==> src/spsa_pkg.sv <==
package spsa_pkg;

    // Score store geometry
    localparam int NODES   = 4096;
    localparam int NODE_W  = $clog2(NODES);
    // Node sums and limits: 16-bit base plus 16-bit offset
    localparam int SUM_W   = 17;

    // Field widths fixed by the interface
    localparam int BASE_W  = 16;
    localparam int FMT_W   = 2;
    localparam int MUL_W   = 32;
    localparam int CNT_W   = 13;
    localparam int OFS_W   = 16;
    localparam int WGT_W   = 32;
    localparam int RIDX_W  = 12;
    localparam int SCORE_W = 64;
    localparam int POST_W  = 64;

    // Operation codes (carried in s_tuser)
    localparam logic OP_ACC  = 1'b0;
    localparam logic OP_READ = 1'b1;

    // Weight formats; the unused code falls back to eight-bit
    localparam logic [FMT_W-1:0] FMT_FLOAT = 2'd0;
    localparam logic [FMT_W-1:0] FMT_INT8  = 2'd1;
    localparam logic [FMT_W-1:0] FMT_INT16 = 2'd2;

    // Register indexes
    localparam logic [1:0] REG_BASE_NODE     = 2'd0;
    localparam logic [1:0] REG_WEIGHT_FORMAT = 2'd1;
    localparam logic [1:0] REG_TERM_MUL      = 2'd2;
    localparam logic [1:0] REG_NODE_COUNT    = 2'd3;

    // Register reset values
    localparam logic [BASE_W-1:0] RST_BASE_NODE     = '0;
    localparam logic [FMT_W-1:0]  RST_WEIGHT_FORMAT = FMT_INT8;
    localparam logic [MUL_W-1:0]  RST_TERM_MUL      = 32'h0100_0000;
    localparam logic [CNT_W-1:0]  RST_NODE_COUNT    = 13'd4096;

    typedef struct packed {
        logic [BASE_W-1:0]       base_node;
        logic [FMT_W-1:0]        weight_format;
        logic signed [MUL_W-1:0] term_mul;
        logic [CNT_W-1:0]        node_count;
    } cfg_t;

    typedef struct packed {
        logic              operation;
        logic [OFS_W-1:0]  posting_offset;
        logic [WGT_W-1:0]  weight_bits;
        logic [RIDX_W-1:0] read_index;
    } item_t;

    // Controller to datapath
    typedef struct packed {
        logic clr;   // write one zero entry of the clearing pass
        logic cap;   // capture an accepted request
        logic fin;   // commit the write-back and load the output register
    } cmd_t;

    // Datapath to controller
    typedef struct packed {
        logic clr_last;
        logic out_free;
    } sts_t;

endpackage

==> src/spsa_ctrl.sv <==
module spsa_ctrl (
    input  logic            aclk,
    input  logic            aresetn,
    input  logic            s_tvalid,
    output logic            s_tready,
    input  spsa_pkg::sts_t  sts,
    output spsa_pkg::cmd_t  cmd
);

    typedef enum logic [3:0] {
        ST_CLEAR = 4'b0001,
        ST_IDLE  = 4'b0010,
        ST_MUL   = 4'b0100,
        ST_ADD   = 4'b1000
    } state_t;

    state_t state_reg;
    state_t state_next;

    always_comb begin
        state_next = state_reg;
        unique case (state_reg)
            ST_CLEAR: begin
                if (sts.clr_last) state_next = ST_IDLE;
            end
            ST_IDLE: begin
                if (s_tvalid) state_next = ST_MUL;
            end
            ST_MUL: begin
                state_next = ST_ADD;
            end
            ST_ADD: begin
                // hold until the output register can take the result
                if (sts.out_free) state_next = ST_IDLE;
            end
            default: begin
                state_next = ST_CLEAR;
            end
        endcase
    end

    always_ff @(posedge aclk) begin
        if (!aresetn) begin
            state_reg <= ST_CLEAR;
        end else begin
            state_reg <= state_next;
        end
    end

    assign s_tready = (state_reg == ST_IDLE);
    assign cmd.clr  = (state_reg == ST_CLEAR);
    assign cmd.cap  = (state_reg == ST_IDLE) && s_tvalid;
    assign cmd.fin  = (state_reg == ST_ADD) && sts.out_free;

endmodule

==> config.mk <==
export PLATFORM = sky130hd
export DESIGN_NAME = spsa_ctrl
export DESIGN_NICKNAME = d
export VERILOG_FILES = /design/src/spsa_pkg.sv /design/src/spsa_ctrl.sv
export SDC_FILE = /design/constraint.sdc
export NUM_CORES = 1
export LEC_CHECK = 0
export ABC_AREA = 1
export BUFFER_PORTS_ARGS = -buffer_cell sky130_fd_sc_hd__buf_4
export CORE_AREA = 4 4 41 43
export CTS_CLUSTER_DIAMETER = 200
export DETAILED_ROUTE_END_ITERATION = 16
export DIE_AREA = 0 0 45 47
export GPL_TIMING_DRIVEN = 1
export HOLD_SLACK_MARGIN = 0.05
export PLACE_DENSITY = 0.42
export SLEW_MARGIN = 20
export SYNTH_ARGS = -nofsm -noshare
export SYNTH_HDL_FRONTEND = slang
export SYNTH_SLANG_ARGS = --single-unit
==> constraint.sdc <==
create_clock -name aclk -period 2.74 [get_ports aclk]
set_input_delay 0.822 -clock aclk [delete_from_list [all_inputs] [get_ports aclk]]
set_output_delay 0.822 -clock aclk [all_outputs]
set_load 0.02 [all_outputs]
Yosys cells after proc, flatten, opt, wreduce, memory -nomap -nowiden
Index checks and enable logic that the tools add are counted.
W data, S select, Z words.
{"block": "word_totals", "mem_count": 0, "word_cells": 15, "mem_bits_rw": 0, "romBits": 0, "latch_bits": 0, "register_bits": 4, "out_inout_bits": 4}
{"block": "classes", "n_lt_le_gt_ge": 0, "addsub": 0, "n_mux": 4, "shifts": 0, "n_div": 0, "n_eq_ne": 7, "bitwise": 0, "n_mul": 0, "n_reduce_logical": 3}
{"op": "$pmux W4 S4", "n": 1}
{"op": "$mux W4", "n": 3}
{"op": "$ne A2 B2 Y1 const B", "n": 3}
{"op": "$eq A4 B1 Y1 const B", "n": 1}
{"op": "$eq A4 B2 Y1 const B", "n": 1}
{"op": "$eq A4 B3 Y1 const B", "n": 1}
{"op": "$eq A4 B4 Y1 const B", "n": 1}
{"op": "$reduce_and A3 Y1", "n": 1}
{"op": "$logic_and A1 B1 Y1", "n": 2}

Longest topological paths before layout
{"block": "logic_depth", "ltp_word": 3, "ltp_mapped": 6}

Worst setup path after synthesis
Ideal clock, no wire load.
{"block": "synth_timing", "kind": "input -> output", "from": "input s_tvalid", "to": "output cmd[1] (netlist bit)", "required_ns": 1.918, "cell_stages": 2, "path_buffers": 0, "setup_slack_ns": 0.759, "arrival_ns": 1.159, "path_cell_list": "inv_1 nor2_1"}
{"element": "from (decl)", "line": "spsa_ctrl.sv:4", "text": "input logic s_tvalid,"}
{"element": "to (decl)", "line": "spsa_ctrl.sv:7", "text": "output spsa_pkg::cmd_t cmd"}

==> qor.yml <==
run_status:
  outcome: "finished clean"
sta:
  hold_viol_final: 0
  rsz0062_at_grt: "no"
  setup_viol: 0
  tightest_slew_ns: 0.220
  slew_violations: 0
  min_period_over_period: 0.742
  fmax_ghz: 0.492
  fin_skew_ns: 0.000189
  slew_headroom: 0.853
  period_minus_slack_ns: 2.03
  fin_tns_setup_ns: 0
placement:
  numPortBuffers: 8
  place_hpwl_um: 414
  place_congestion: 0.710
  postPlaceCellArea_um2: 318
clocking:
  htreeDepth: 1
  cts-buffers-inserted: 3
  cts_tree: "done"
  clock_path_buffers: 2
  postCtsSetupRepairBufs: 0
  hold_buffers: 0
  cts_resized: 0
  cts_sinks: 4
  clkTransAtPathRegs_ns: 0.03
  clockRootBuffer: "clkbuf_4"
  clk_latency_ns: 0.23
route:
  drcViolationCount: 0
  routed.top_layer: "met3"
  ant_nets: 0
  route.met3.wl_um: 45
  drt_iter0_drc: 3
  wl_per_cell_um: 7.81
  wl_met1_um: 202
  dr_wl_met2_um: 236
  viasPerCell: 3.76
  firstDrtPassIters: 4
  wl_um: 484
  vias: 233
synthesis:
  synth_compound_area_frac: 0.0209
  syn_inst: 36
  ys.flop_type: "dfxtp_1"
  post-synth-top-area-cell: "dfxtp_1"
  synth-xor-area-share: 0
  postSynthAreaPerCell_um2: 6.64
  yosysMostFrequentCell: "inv_1"
  synth_area_um2: 239
  yosysTopAreaCellShare: 0.335
  yosys.area_share.adder: 0
  synth-seq-cells: 4
  synth_edf_count: 0
  yosysWarningCount: 0
  synth_fp_nets: 41
  synth_area_leaders: "dfxtp_1 34%, inv_1 14%, nand3_2 13%, nor2_2 10%, nand3_1 8.4%"
  synth.distinct_cells: 10
  muxShareOfSynthArea: 0
  ys_top_cells_by_count: "9 x inv_1, 5 x nor2_1"
  yosysSeqAreaShare: 0.335
  synth_top_family_by_area: "simple AND/OR/NAND/NOR gates"
  synthSimpleGateAreaFrac: 0.503
  async_flop_share: 0
power:
  power_density_nw_per_um2: 615
  ir_worst_vdd_v: 0.000204
  leakagePower_uw: 0.000186
final_layout:
  drive_above_1_share: 0.383
  areaGrowthSynthToFinish_pct: 42.4
  largest_reg_flops: 4
  final_area_um2: 340
  antennaDiodeCount: 0
  layout.nets: 54
global_route:
  grt_max_degree: 5
  grt_pass1_vias: 216
  grt.overflow.total: 0
  grt_pass1_wl_um: 765
  groute.usage.overall: 0.0560
  grt_antenna_before_repair: 0
flow_run:
  max_cap_viol_count: 0
worst_setup_path:
  critical-path-top-delay-family: "buffers and inverters"
  cp_num_buf_inv: 3
  arrival_ns: 1.21
  cp_common_cell: "buf_4"
  cp.required_ns: 1.92
  critical_path.cell_chain: "buf_4 -> inv_1 -> nor2_1 -> buf_4"
  start_kind: "input pin"
  slowest_delay_ns: 0.15
  end_kind: "output pin"
  cpMaxStageDelayCell: "buf_4"
  crit_type: "in2out"
  crit_fanout: 3
floorplan:
  dieArea_um2: 2120
  coreArea_um2: 1300
  die_y_um: 47
  rows: 13
  start_util: 0.184
  num_io_pins: 9
  die_x_um: 45
hold_path:
  holdCritPathClass: "reg2reg"
==> per-layer routing <==
| metal | GRT usage | vias to the layer above |
|---|---|---|
| met1 | 0.0522 | 92 |
| met5 | 0 | - |
| li1 | - | 134 |
| met3 | 0.0575 | 0 |
| met4 | 0.0351 | 0 |
| met2 | 0.0763 | 7 |
==> cell usage in the layout, fill, tap and decap left out <==
| cell | instances |
|---|---|
| dfxtp_1 | 4 |
| nand2_1 | 4 |
| nand3_2 | 3 |
| clkbuf_4 | 3 |
| a21oi_1 | 1 |
| nor2_2 | 4 |
| nor3_1 | 1 |
| nand4_1 | 1 |
| nor2_1 | 5 |
| nand3_1 | 4 |
| buf_4 | 8 |
| inv_1 | 9 |
==> final cells by class <==
cell class / count / area (um2)
Tap cell: 15 / 18.8
Inverter: 9 / 33.8
Clock buffer: 3 / 22.5
Fill cell: 158 / 961
Timing Repair Buffer: 8 / 60.1
Sequential cell: 4 / 80.1
Multi-Input combinational cell: 23 / 125
==> cell families (layout without fill, tap and decap cells) <==
logic type / count (synthesis) / count (layout)
buffers and inverters: 9 / 20
and+or+nand+nor: 22 / 22
AOI/OAI and AO/OA: 1 / 1
DFF: 4 / 4
==> worst register-to-register path: cells and delay by family, from the launching register on <==
kind,cells,cell delay (ns)
flops,1,0.32
simple gates,4,0.50
==> worst paths after layout <==
kind / start / endpoint / slack (ns) / depth (start not counted)
setup reg to reg: state_reg[2]$_SDFFE_PN0P_ / state_reg[0]$_SDFFE_PN1P_ / 1.80 / 4
setup / recovery: s_tvalid / cmd[1] / 0.71 / 4
hold reg to reg: state_reg[2]$_SDFFE_PN0P_ / state_reg[3]$_SDFFE_PN0P_ / 0.56 / 2
hold / removal: state_reg[2]$_SDFFE_PN0P_ / state_reg[3]$_SDFFE_PN0P_ / 0.56 / 2
==> metrics by stage <==
stage	hold slack [ns]	utilization	instances	power [uW]	worst slack [ns]
6_report	0.559	0.262	62	209	0.706
5_1_grt	0.607	0.262	62	228	0.665
3_5_place_dp	0.544	0.244	59	141	0.704
3_3_place_gp	0.559	0.244	59	141	0.705
2_1_floorplan	0.516	-	36	119	0.759
4_1_cts	0.564	0.262	62	215	0.701
==> report_power, final <==
group	internal (uW)	switching (uW)
combinational	28.1	39.8
clock	48.9	22.0
sequential	65.4	5.06
total	142	66.9
(Power assumes the default switching activity.)
